`config.mk`:
```
export PLATFORM = sky130hd
export DESIGN_NAME = point_set_diameter_and_force_sum
export DESIGN_NICKNAME = d
export VERILOG_FILES = /design/src/hw/rtl/psd_pkg.sv /design/src/hw/rtl/psd_isqrt.sv /design/src/hw/rtl/point_set_diameter_and_force_sum.sv
export SDC_FILE = /design/constraint.sdc
export NUM_CORES = 2
export LEC_CHECK = 0
export BUFFER_PORTS_ARGS = -buffer_cell sky130_fd_sc_hd__buf_2
export CAP_MARGIN = 20
export CORE_MARGIN = 2
export CORE_UTILIZATION = 55
export CTS_CLUSTER_DIAMETER = 50
export DETAILED_ROUTE_END_ITERATION = 8
export MAX_ROUTING_LAYER = met4
export PLACE_DENSITY = 0.7
export SYNTH_ARGS = -nofsm -noshare
export SYNTH_HDL_FRONTEND = slang
export SYNTH_HIERARCHICAL = 1
export SYNTH_SLANG_ARGS = --single-unit
```
`constraint.sdc`:
```
create_clock -name clk -period 22.1 [get_ports clk]
set_input_delay 6.63 -clock clk [delete_from_list [all_inputs] [get_ports clk]]
set_output_delay 6.63 -clock clk [all_outputs]
set_load 0.05 [all_outputs]
```
`src/hw/rtl/psd_pkg.sv`:
```
// ----------------------------------------------------------------------------
// psd_pkg
// Widths and defaults shared by the point set diameter block and its checker.
// ----------------------------------------------------------------------------
package psd_pkg;

  localparam int MAX_POINTS_DEF  = 16;
  localparam int COORD_WIDTH_DEF = 16;

  localparam int FORCE_W = 16;
  localparam int FSUM_W  = 20;
  localparam int FMAG_W  = 21;

endpackage

```
`src/hw/rtl/psd_isqrt.sv`:
```
// ----------------------------------------------------------------------------
// psd_isqrt
// Digit-by-digit integer square root, one root bit per cycle.
// ----------------------------------------------------------------------------
module psd_isqrt #(
  parameter int IN_W = 42
) (
  input  logic                clk,
  input  logic                rst,
  input  logic                start,
  input  logic [IN_W-1:0]     operand,
  output logic                done,
  output logic [IN_W/2-1:0]   root
);

  localparam int OUT_W = IN_W / 2;
  localparam int REM_W = OUT_W + 3;
  localparam int CNT_W = $clog2(OUT_W + 1);

  logic [IN_W-1:0]  op;
  logic [REM_W-1:0] rem;
  logic [CNT_W-1:0] cnt;
  logic             running;

  logic [REM_W-1:0] rem_sh;
  logic [REM_W-1:0] trial;
  logic             fits;

  assign rem_sh = {rem[REM_W-3:0], op[IN_W-1:IN_W-2]};
  assign trial  = {1'b0, root, 2'b01};
  assign fits   = (rem_sh >= trial);

  always_ff @(posedge clk) begin
    if (rst) begin
      running <= 1'b0;
      done    <= 1'b0;
      cnt     <= '0;
    end else begin
      done <= running && (cnt == CNT_W'(1));
      if (start) begin
        running <= 1'b1;
        cnt     <= CNT_W'(OUT_W);
      end else if (running) begin
        cnt <= cnt - CNT_W'(1);
        if (cnt == CNT_W'(1)) begin
          running <= 1'b0;
        end
      end
    end
  end

  always_ff @(posedge clk) begin
    if (start) begin
      op   <= operand;
      rem  <= '0;
      root <= '0;
    end else if (running) begin
      op   <= {op[IN_W-3:0], 2'b00};
      rem  <= fits ? (rem_sh - trial) : rem_sh;
      root <= {root[OUT_W-2:0], fits};
    end
  end

endmodule

```
`src/hw/rtl/point_set_diameter_and_force_sum.sv`:
```
// ----------------------------------------------------------------------------
// point_set_diameter_and_force_sum
// Largest pairwise distance of a 2D point set, plus force totals and magnitude.
// ----------------------------------------------------------------------------
// Usage: drive pos_x, pos_y, force_x, force_y and last_point with start high;
// the beat is taken on a clock edge where start is high and busy is low.
// Positions go into a one-read, one-write point memory. A new point is
// compared with the n points already stored, one memory read per cycle,
// through a read / difference / square / compare pipeline, then written.
// With n from 1 to MAX_POINTS - 1, busy covers n reads, a drain of the
// pipeline and one write; the first point of a set only takes the write.
// The memory read port sets this pace. Beyond MAX_POINTS points, busy stays
// low unless last_point is set, and an item only adds to the force totals.
// On a beat with last_point set, the shared square-root unit runs twice
// (distance, then force magnitude), one root bit per cycle over a 21-bit root
// at the default widths. The result appears for one cycle with done high,
// then the block clears its counters and sums and drops busy.
// The receiver cannot stall; done is a one-cycle strobe.
// Reset (rst, synchronous) clears the count, sums and flags; the point memory
// is not cleared, only entries below the count are ever read.
// ----------------------------------------------------------------------------
module point_set_diameter_and_force_sum #(
  parameter int MAX_POINTS  = psd_pkg::MAX_POINTS_DEF,
  parameter int COORD_WIDTH = psd_pkg::COORD_WIDTH_DEF
) (
  input  logic                                clk,
  input  logic                                rst,
  input  logic                                start,
  output logic                                busy,
  input  logic signed [COORD_WIDTH-1:0]       pos_x,
  input  logic signed [COORD_WIDTH-1:0]       pos_y,
  input  logic [psd_pkg::FORCE_W-1:0]         force_x,
  input  logic [psd_pkg::FORCE_W-1:0]         force_y,
  input  logic                                last_point,
  output logic                                done,
  output logic [COORD_WIDTH:0]                max_distance,
  output logic [psd_pkg::FSUM_W-1:0]          total_fx,
  output logic [psd_pkg::FSUM_W-1:0]          total_fy,
  output logic [psd_pkg::FMAG_W-1:0]          force_magnitude,
  output logic [$clog2(MAX_POINTS+1)-1:0]     points_seen,
  output logic                                overflow
);

  localparam int CW      = COORD_WIDTH;
  localparam int IDX_W   = $clog2(MAX_POINTS);
  localparam int CNT_W   = $clog2(MAX_POINTS + 1);
  localparam int DIFF_W  = CW + 1;
  localparam int SQ_W    = 2 * DIFF_W;
  localparam int D2_W    = SQ_W + 1;
  localparam int FSUM_W  = psd_pkg::FSUM_W;
  localparam int FMAG_W  = psd_pkg::FMAG_W;
  localparam int FSQ_W   = 2 * FSUM_W;
  localparam int RT_RAW  = (D2_W > FSQ_W + 1) ? D2_W : FSQ_W + 1;
  localparam int RT_IN_W = RT_RAW + (RT_RAW % 2);
  localparam int RT_OUT_W = RT_IN_W / 2;

  localparam logic [3:0] S_IDLE   = 4'd0;
  localparam logic [3:0] S_SCAN   = 4'd1;
  localparam logic [3:0] S_DRAIN  = 4'd2;
  localparam logic [3:0] S_STORE  = 4'd3;
  localparam logic [3:0] S_ROOT_D = 4'd4;
  localparam logic [3:0] S_WAIT_D = 4'd5;
  localparam logic [3:0] S_ROOT_F = 4'd6;
  localparam logic [3:0] S_WAIT_F = 4'd7;
  localparam logic [3:0] S_OUT    = 4'd8;

  logic [3:0]        state;
  logic [IDX_W-1:0]  rd_idx;
  logic [CNT_W-1:0]  count;
  logic              overflow_q;
  logic              last_q;
  logic [FSUM_W-1:0] sum_fx;
  logic [FSUM_W-1:0] sum_fy;
  logic [D2_W-1:0]   max_d2;

  logic signed [CW-1:0] cur_x;
  logic signed [CW-1:0] cur_y;

  logic [2*CW-1:0]   pt_mem [MAX_POINTS];
  logic [2*CW-1:0]   rd_data;
  logic              rd_v;

  logic [DIFF_W-1:0] dx;
  logic [DIFF_W-1:0] dy;
  logic              dv;
  logic [SQ_W-1:0]   sqx;
  logic [SQ_W-1:0]   sqy;
  logic              sv;

  logic [FSQ_W-1:0]  fsq_x;
  logic [FSQ_W-1:0]  fsq_y;
  logic [CW:0]       dist_root;
  logic [FMAG_W-1:0] fmag;

  logic                rt_start;
  logic [RT_IN_W-1:0]  rt_operand;
  logic                rt_done;
  logic [RT_OUT_W-1:0] rt_root;

  logic                accept;
  logic [FSUM_W:0]     fx_add;
  logic [FSUM_W:0]     fy_add;
  logic signed [DIFF_W-1:0] ddx;
  logic signed [DIFF_W-1:0] ddy;
  logic [D2_W-1:0]     d2;

  assign accept = start && !busy;
  assign busy   = (state != S_IDLE);

  assign fx_add = {1'b0, sum_fx} + (FSUM_W+1)'(force_x);
  assign fy_add = {1'b0, sum_fy} + (FSUM_W+1)'(force_y);

  assign ddx = {cur_x[CW-1], cur_x} - {rd_data[2*CW-1], rd_data[2*CW-1:CW]};
  assign ddy = {cur_y[CW-1], cur_y} - {rd_data[CW-1], rd_data[CW-1:0]};
  assign d2  = {1'b0, sqx} + {1'b0, sqy};

  // point memory: one write port, one registered read port
  always_ff @(posedge clk) begin
    if (state == S_STORE) begin
      pt_mem[count[IDX_W-1:0]] <= {cur_x, cur_y};
    end
    rd_data <= pt_mem[rd_idx];
  end

  // distance pipeline payload
  always_ff @(posedge clk) begin
    dx  <= ddx[DIFF_W-1] ? DIFF_W'(-ddx) : DIFF_W'(ddx);
    dy  <= ddy[DIFF_W-1] ? DIFF_W'(-ddy) : DIFF_W'(ddy);
    sqx <= dx * dx;
    sqy <= dy * dy;
  end

  always_ff @(posedge clk) begin
    if (rst) begin
      rd_v <= 1'b0;
      dv   <= 1'b0;
      sv   <= 1'b0;
    end else begin
      rd_v <= (state == S_SCAN);
      dv   <= rd_v;
      sv   <= dv;
    end
  end

  // item payload and result registers
  always_ff @(posedge clk) begin
    if (accept) begin
      cur_x <= pos_x;
      cur_y <= pos_y;
    end
    if (state == S_ROOT_D) begin
      fsq_x <= sum_fx * sum_fx;
      fsq_y <= sum_fy * sum_fy;
    end
    if (state == S_WAIT_D && rt_done) begin
      dist_root <= rt_root[CW:0];
    end
    if (state == S_WAIT_F && rt_done) begin
      fmag <= rt_root[FMAG_W-1:0];
    end
  end

  // sequencer
  always_ff @(posedge clk) begin
    if (rst) begin
      state      <= S_IDLE;
      rd_idx     <= '0;
      count      <= '0;
      overflow_q <= 1'b0;
      last_q     <= 1'b0;
      sum_fx     <= '0;
      sum_fy     <= '0;
      max_d2     <= '0;
    end else begin
      if (sv && (d2 > max_d2)) begin
        max_d2 <= d2;
      end
      case (state)
        S_IDLE: begin
          if (accept) begin
            last_q <= last_point;
            sum_fx <= fx_add[FSUM_W] ? '1 : fx_add[FSUM_W-1:0];
            sum_fy <= fy_add[FSUM_W] ? '1 : fy_add[FSUM_W-1:0];
            rd_idx <= '0;
            if (count == CNT_W'(MAX_POINTS)) begin
              overflow_q <= 1'b1;
              state      <= last_point ? S_ROOT_D : S_IDLE;
            end else if (count == '0) begin
              state <= S_STORE;
            end else begin
              state <= S_SCAN;
            end
          end
        end
        S_SCAN: begin
          rd_idx <= rd_idx + IDX_W'(1);
          if (CNT_W'(rd_idx) == count - CNT_W'(1)) begin
            state <= S_DRAIN;
          end
        end
        S_DRAIN: begin
          if (!rd_v && !dv && !sv) begin
            state <= S_STORE;
          end
        end
        S_STORE: begin
          count <= count + CNT_W'(1);
          state <= last_q ? S_ROOT_D : S_IDLE;
        end
        S_ROOT_D: begin
          state <= S_WAIT_D;
        end
        S_WAIT_D: begin
          if (rt_done) begin
            state <= S_ROOT_F;
          end
        end
        S_ROOT_F: begin
          state <= S_WAIT_F;
        end
        S_WAIT_F: begin
          if (rt_done) begin
            state <= S_OUT;
          end
        end
        S_OUT: begin
          count      <= '0;
          overflow_q <= 1'b0;
          sum_fx     <= '0;
          sum_fy     <= '0;
          max_d2     <= '0;
          state      <= S_IDLE;
        end
        default: begin
          state <= S_IDLE;
        end
      endcase
    end
  end

  assign rt_start   = (state == S_ROOT_D) || (state == S_ROOT_F);
  assign rt_operand = (state == S_ROOT_D) ? RT_IN_W'(max_d2)
                                          : RT_IN_W'(fsq_x) + RT_IN_W'(fsq_y);

  psd_isqrt #(
    .IN_W (RT_IN_W)
  ) u_isqrt (
    .clk     (clk),
    .rst     (rst),
    .start   (rt_start),
    .operand (rt_operand),
    .done    (rt_done),
    .root    (rt_root)
  );

  assign done            = (state == S_OUT);
  assign max_distance    = dist_root;
  assign total_fx        = sum_fx;
  assign total_fy        = sum_fy;
  assign force_magnitude = fmag;
  assign points_seen     = count;
  assign overflow        = overflow_q;

endmodule

```
; Word-level counts from Yosys, hierarchy flattened
; Memories as Yosys holds them, arrays and structs flattened. A register that Yosys moved wholly into a read port is not among the register bits.
; Index checks and enable logic that the tools add are counted.
[word_totals]
ff_bits = 437
ramBits = 512
n_memories = 1
elab_cells = 128
in_bits = 68
[op_classes]
muxes = 35
order_cmp = 2
n_addsub = 13
n_reduce_logical = 26
mul = 4
eq_ne = 17
[mem_list]
columns = name, depth, width, read_ports, rd_clocked_by_memory_dff, wr, line
row1 = pt_mem, 16, 32, 1, 1, 1, point_set_diameter_and_force_sum.sv:79  ; logic [2*CW-1:0] pt_mem [MAX_POINTS];
[ops]
columns = op, count
row1 = $mux W42, 2
row2 = $mul A20 B20 Y40, 2
row3 = $mux W20, 4
row4 = $pmux W20 S2, 2
row5 = $mul A17 B17 Y34, 2
row6 = $add A20 B16 Y21, 2
row7 = $add A40 B40 Y41, 1
row8 = $mux W41, 1
row9 = $add A34 B34 Y35, 1
row10 = $gt A35 B35 Y1, 1
row11 = $neg A17 Y17, 2
row12 = $sub A16 B16 Y17, 2
row13 = $mux W16, 2
row14 = $pmux W4 S8, 1
row15 = $ge A24 B23 Y1, 1
row16 = $mux W4, 6
row17 = $mux W22, 1
row18 = $sub A22 B22 Y22, 1
row19 = $eq A4 B3 Y1 const B, 4
row20 = $mux W5, 2
row21 = $pmux W5 S2, 1
row22 = $sub A5 B1 Y5 const B, 2
row23 = $mux W3, 3
row24 = $eq A4 B2 Y1 const B, 2
row25 = other kinds (24), 49

; Logic depth before layout (Yosys ltp)
[depth]
depth_word = 5
ltp_mapped = 27

; Modules after synthesis
; Netlist, hierarchy kept.
[by_module_without_submodules]
columns = mod, area_per_inst_um2, cells_each, seq_area_each_um2, instances
row1 = point_set_diameter_and_force_sum, 77748.3, 7053, 24323.3, 1
row2 = psd_isqrt, 5038.6, 487, 2262.2, 1

; Worst setup path after synthesis
; Ideal clock, no wire load.
[synth_timing]
path_kind = input to register
start = in force_y[0] (netlist name)
end = reg sum_fy[1] (netlist: total_fy[1])
t_required_ps = 22009
t_arrival_ps = 8840
n_path_buf = 1
path_stages = 12
slack_ps = 13169
setup_ps = 91
path_cell_list = ha_1 > inv_1 > fa_1 > nor2b_1 > o21a_1 > a311o_1 > nand4_1 > a31oi_1 > o41ai_2 > or3_1 > clkbuf_1 > a311oi_1
[synth_via]
elab_chain_cells = 4
[synth_lines]
columns = element, line
row1 = start: declaration, point_set_diameter_and_force_sum.sv:33  ; input logic [psd_pkg::FORCE_W-1:0] force_y,
row2 = $add A20 B16 Y21, point_set_diameter_and_force_sum.sv:111  ; assign fy_add = {1'b0, sum_fy} + (FSUM_W+1)'(force_y);
row3 = $mux W20, point_set_diameter_and_force_sum.sv:183  ; sum_fy <= fy_add[FSUM_W] ? '1 : fy_add[FSUM_W-1:0];
row4 = $mux W20, point_set_diameter_and_force_sum.sv:180  ; if (accept) begin
row5 = $pmux W20 S2, point_set_diameter_and_force_sum.sv:178  ; case (state)
row6 = end signal: assignment, point_set_diameter_and_force_sum.sv:183
row7 = end: declaration, point_set_diameter_and_force_sum.sv:73  ; logic [FSUM_W-1:0] sum_fy;
; Every way passes these cells. The select of a mux whose other input is x is not followed.
; A chain may end at the register's enable or synchronous reset.

; Worst setup path in the final report
[layout_timing]
start = reg state[2]
end = out done
[layout_via]
elab_chain_cells = 1
[layout_lines]
columns = element, line
row1 = start: declaration, point_set_diameter_and_force_sum.sv:67  ; logic [3:0] state;
row2 = start signal: assignment, point_set_diameter_and_force_sum.sv:187  ; state <= last_point ? S_ROOT_D : S_IDLE;
row3 = start signal: assignment, point_set_diameter_and_force_sum.sv:208  ; state <= last_q ? S_ROOT_D : S_IDLE;
row4 = $eq A4 B4 Y1, point_set_diameter_and_force_sum.sv:256  ; assign done = (state == S_OUT);
row5 = end: declaration, point_set_diameter_and_force_sum.sv:35  ; output logic done,
; Every way passes these cells.

==> impl_metrics.tcl <==
set metrics [dict create \
    outcome "finished clean" \
    cts.repair.resized 0 \
    rr_worst_depth 26 \
    drt_first_pass_iters 7 \
    fin_skew_ps 94.83 \
    cp.depth 5 \
    cts_tree "built" \
    final_nets 9388 \
    post_cts_buffers 0 \
    arrival_ps 2530 \
    drc 0 \
    die_h_um 392.0 \
    final_cell_mix "1454 x inv_1, 948 x fa_1, 722 x ha_1" \
    synth_flop_cell "edfxtp_1" \
    portBuffers 153 \
    cap_violations 0 \
    clock.fmax_mhz 109.2 \
    ys_ff_latch 977 \
    synth.distinct_cells 117 \
    ys_seq_area_frac 0.3211 \
    drt_iter0_drc 3681 \
    gp_congestion 0.9189 \
    setup_ws_ps 12940 \
    drt_wl_total_um 190200 \
    syn_area_per_cell_um2 10.98 \
    fin_setup_tns_ps 0 \
    vias_per_cell 5.565 \
    wl_per_cell_um 19.47 \
    worstPathMaxFanout 25 \
    async_flop_share 0 \
    area_growth_pct 8.554 \
    critPathMaxStageDelay_ps 560 \
    antenna_found_initial 13 \
    ys_warn_count 6 \
    crit_chain "nor2_1 -> nand3b_1 -> buf_4 -> inv_1 -> buf_2" \
    min_period_over_period 0.4143 \
    core_um2 149600 \
    cts_num_sinks 977 \
    numCtsBuffers 113 \
    die_x_um 392.0 \
    hold_violations 0 \
    clock_latency_ps 790 \
    critical_path_class "flop to output port" \
    die-area_um2 153600 \
    syn_area_um2 82790 \
    crit_end "done" \
    worstPathRequired_ps 15470 \
    grt_overflow 0 \
    crit_family "buffers and inverters" \
    hpwl_um 139700 \
    timing.slew.headroom 0.2589 \
    slew_viol_final 0 \
    vias 54360 \
    cts_buffer_depth 3 \
    rows 142 \
    cp_slowest_cell "dfxtp_1" \
    hp-class "flop to flop" \
    num_io_pins 154 \
    cp-start-kind "flop" \
    tightest_slew_ps 1112 \
    r2r-start "total_fx[4]" \
    crit_start "state[2]" \
    ant_nets 0 \
    grt_max_degree 92 \
    synthCells 7540 \
    post-place-ws_ps 12610 \
    critPathCaptureType "output port" \
    reg2reg_to "fsq_x[39]" \
    setup_viol 0 \
    rrSetupSlack_ps 14290 \
    htree_levels 3 \
    grt_usage 0.2631 \
    finalCriticalPeriod_ps 9157 \
    initial_core_util 0.5534 \
    final_common_cell "inv_1" \
    path_buf_inv 3 \
    syn_nets 9278 \
    drive_gt1_frac 0.09743 \
    postLayoutCoreUtil 0.6007 \
    cts_hold_buf 0 \
    grt_pass1_wl_um 307300 \
    rsz0062_at_grt "false" \
    clk_pin_slew_ps 60 \
    synth_edf_count 702 \
    first_global_vias 57090 \
    cts-root-buf "clkbuf_16" \
]
-- final cells by class --
| type | count | area [µm²] |
|---|---|---|
| repair buffers | 237 | 1421 |
| well taps | 2016 | 2522 |
| inverters | 1459 | 5482 |
| flip-flops and latches | 977 | 26600 |
| clock buffers | 140 | 2982 |
| multi-input cells | 4862 | 49900 |
| diodes | 3 | 7.507 |
| fillers | 12240 | 59730 |
| clock inverters | 74 | 959.7 |
-- cell usage after synthesis, types with 46 or more instances --
library cell,instances,share of area
mux2_2,46,0.0063
dfxtp_1,275,0.066
inv_1,1456,0.066
o21ai_0,145,0.0088
xnor2_1,216,0.023
xor2_1,111,0.012
nand2_1,601,0.027
a21oi_1,294,0.018
a21o_1,102,0.0092
clkbuf_1,208,0.0094
edfxtp_1,702,0.25
nor3_1,85,0.0051
ha_1,722,0.11
fa_1,948,0.23
mux4_2,160,0.044
nor2_1,400,0.018
nor2b_1,49,0.0037
nand3_1,68,0.0041
and2_1,246,0.019
-- state kept, by name, indices dropped and copies added, names as in the netlist, 16 cells and up --
register and flops:
dx 17, total_fx 20, sqx 33, force_magnitude 21, cur_x 16, fsq_x 39
dy 17, total_fy 20, max_d2 35, pt_mem 512, max_distance 17, u_isqrt/op 42
rd_data 32, cur_y 16, u_isqrt/root 21, u_isqrt/rem 22, sqy 33, fsq_y 39
-- worst min-delay path by stage --
stage            from  cells past startpoint  endpoint
2_1_floorplan   dx[0]                      0    sqx[0]
3_3_place_gp   last_q                      2    last_q
3_5_place_dp   last_q                      2    last_q
4_1_cts          rd_v                      1        dv
5_1_grt          rd_v                      1        dv
6_report         rd_v                      1        dv
-- stage by stage --
stage          hold WS [ps]  cell area, µm²  instances
2_1_floorplan         404.4           82790       7540
3_3_place_gp          443.1           85870       9548
3_5_place_dp          452.8           85870       9548
4_1_cts               468.9           89810       9762
5_1_grt               486.6           89860       9765
6_report              467.7           89870       9768
-- worst register-to-register path: stages (launching register included) --
cell and delay (ps):
dfxtp_1 670, buf_4 290, inv_1 180, nor2_1 240, inv_1 80, fa_1 380
fa_1 490, inv_1 50, fa_1 430, fa_1 540, inv_1 60, fa_1 530
inv_1 50, fa_1 470, inv_1 50, fa_1 510, inv_1 40, ha_1 340
a21oi_1 210, o21ai_1 150, a221o_1 410, a31oi_4 260, nor2_1 90, or3_4 360
a2111o_1 390, a31oi_1 170, xnor2_1 100
-- metal layers --
metal	GRT usage	up-vias	routed length, µm	share of wire
li1	-	25170	-	-
met1	0.3561	27340	81990	0.43
met2	0.4217	1558	91500	0.48
met3	0.03734	290	12290	0.065
met4	0.06378	0	4430	0.023
met5	-	-	0	0
-- cells by family (layout without fill, tap and decap cells) --
kind of cell             Yosys count  in the layout  share of synthesized area
AO/OA/AOI/OAI                    952            952                    0.07791
other                              1              4                 0.00004530
adder cells (fa/ha/maj)         1671           1671                     0.3385
XOR/XNOR                         328            328                    0.03479
flip-flops                       977            977                     0.3211
buffers and inverters           1701           1910                    0.07777
AND/OR/NAND/NOR                 1673           1673                    0.09633
multiplexers                     237            237                    0.05353
Power is left out: the tool's default activity adds up to more than one toggle a clock period on the data nets, which glitch-free logic cannot reach.
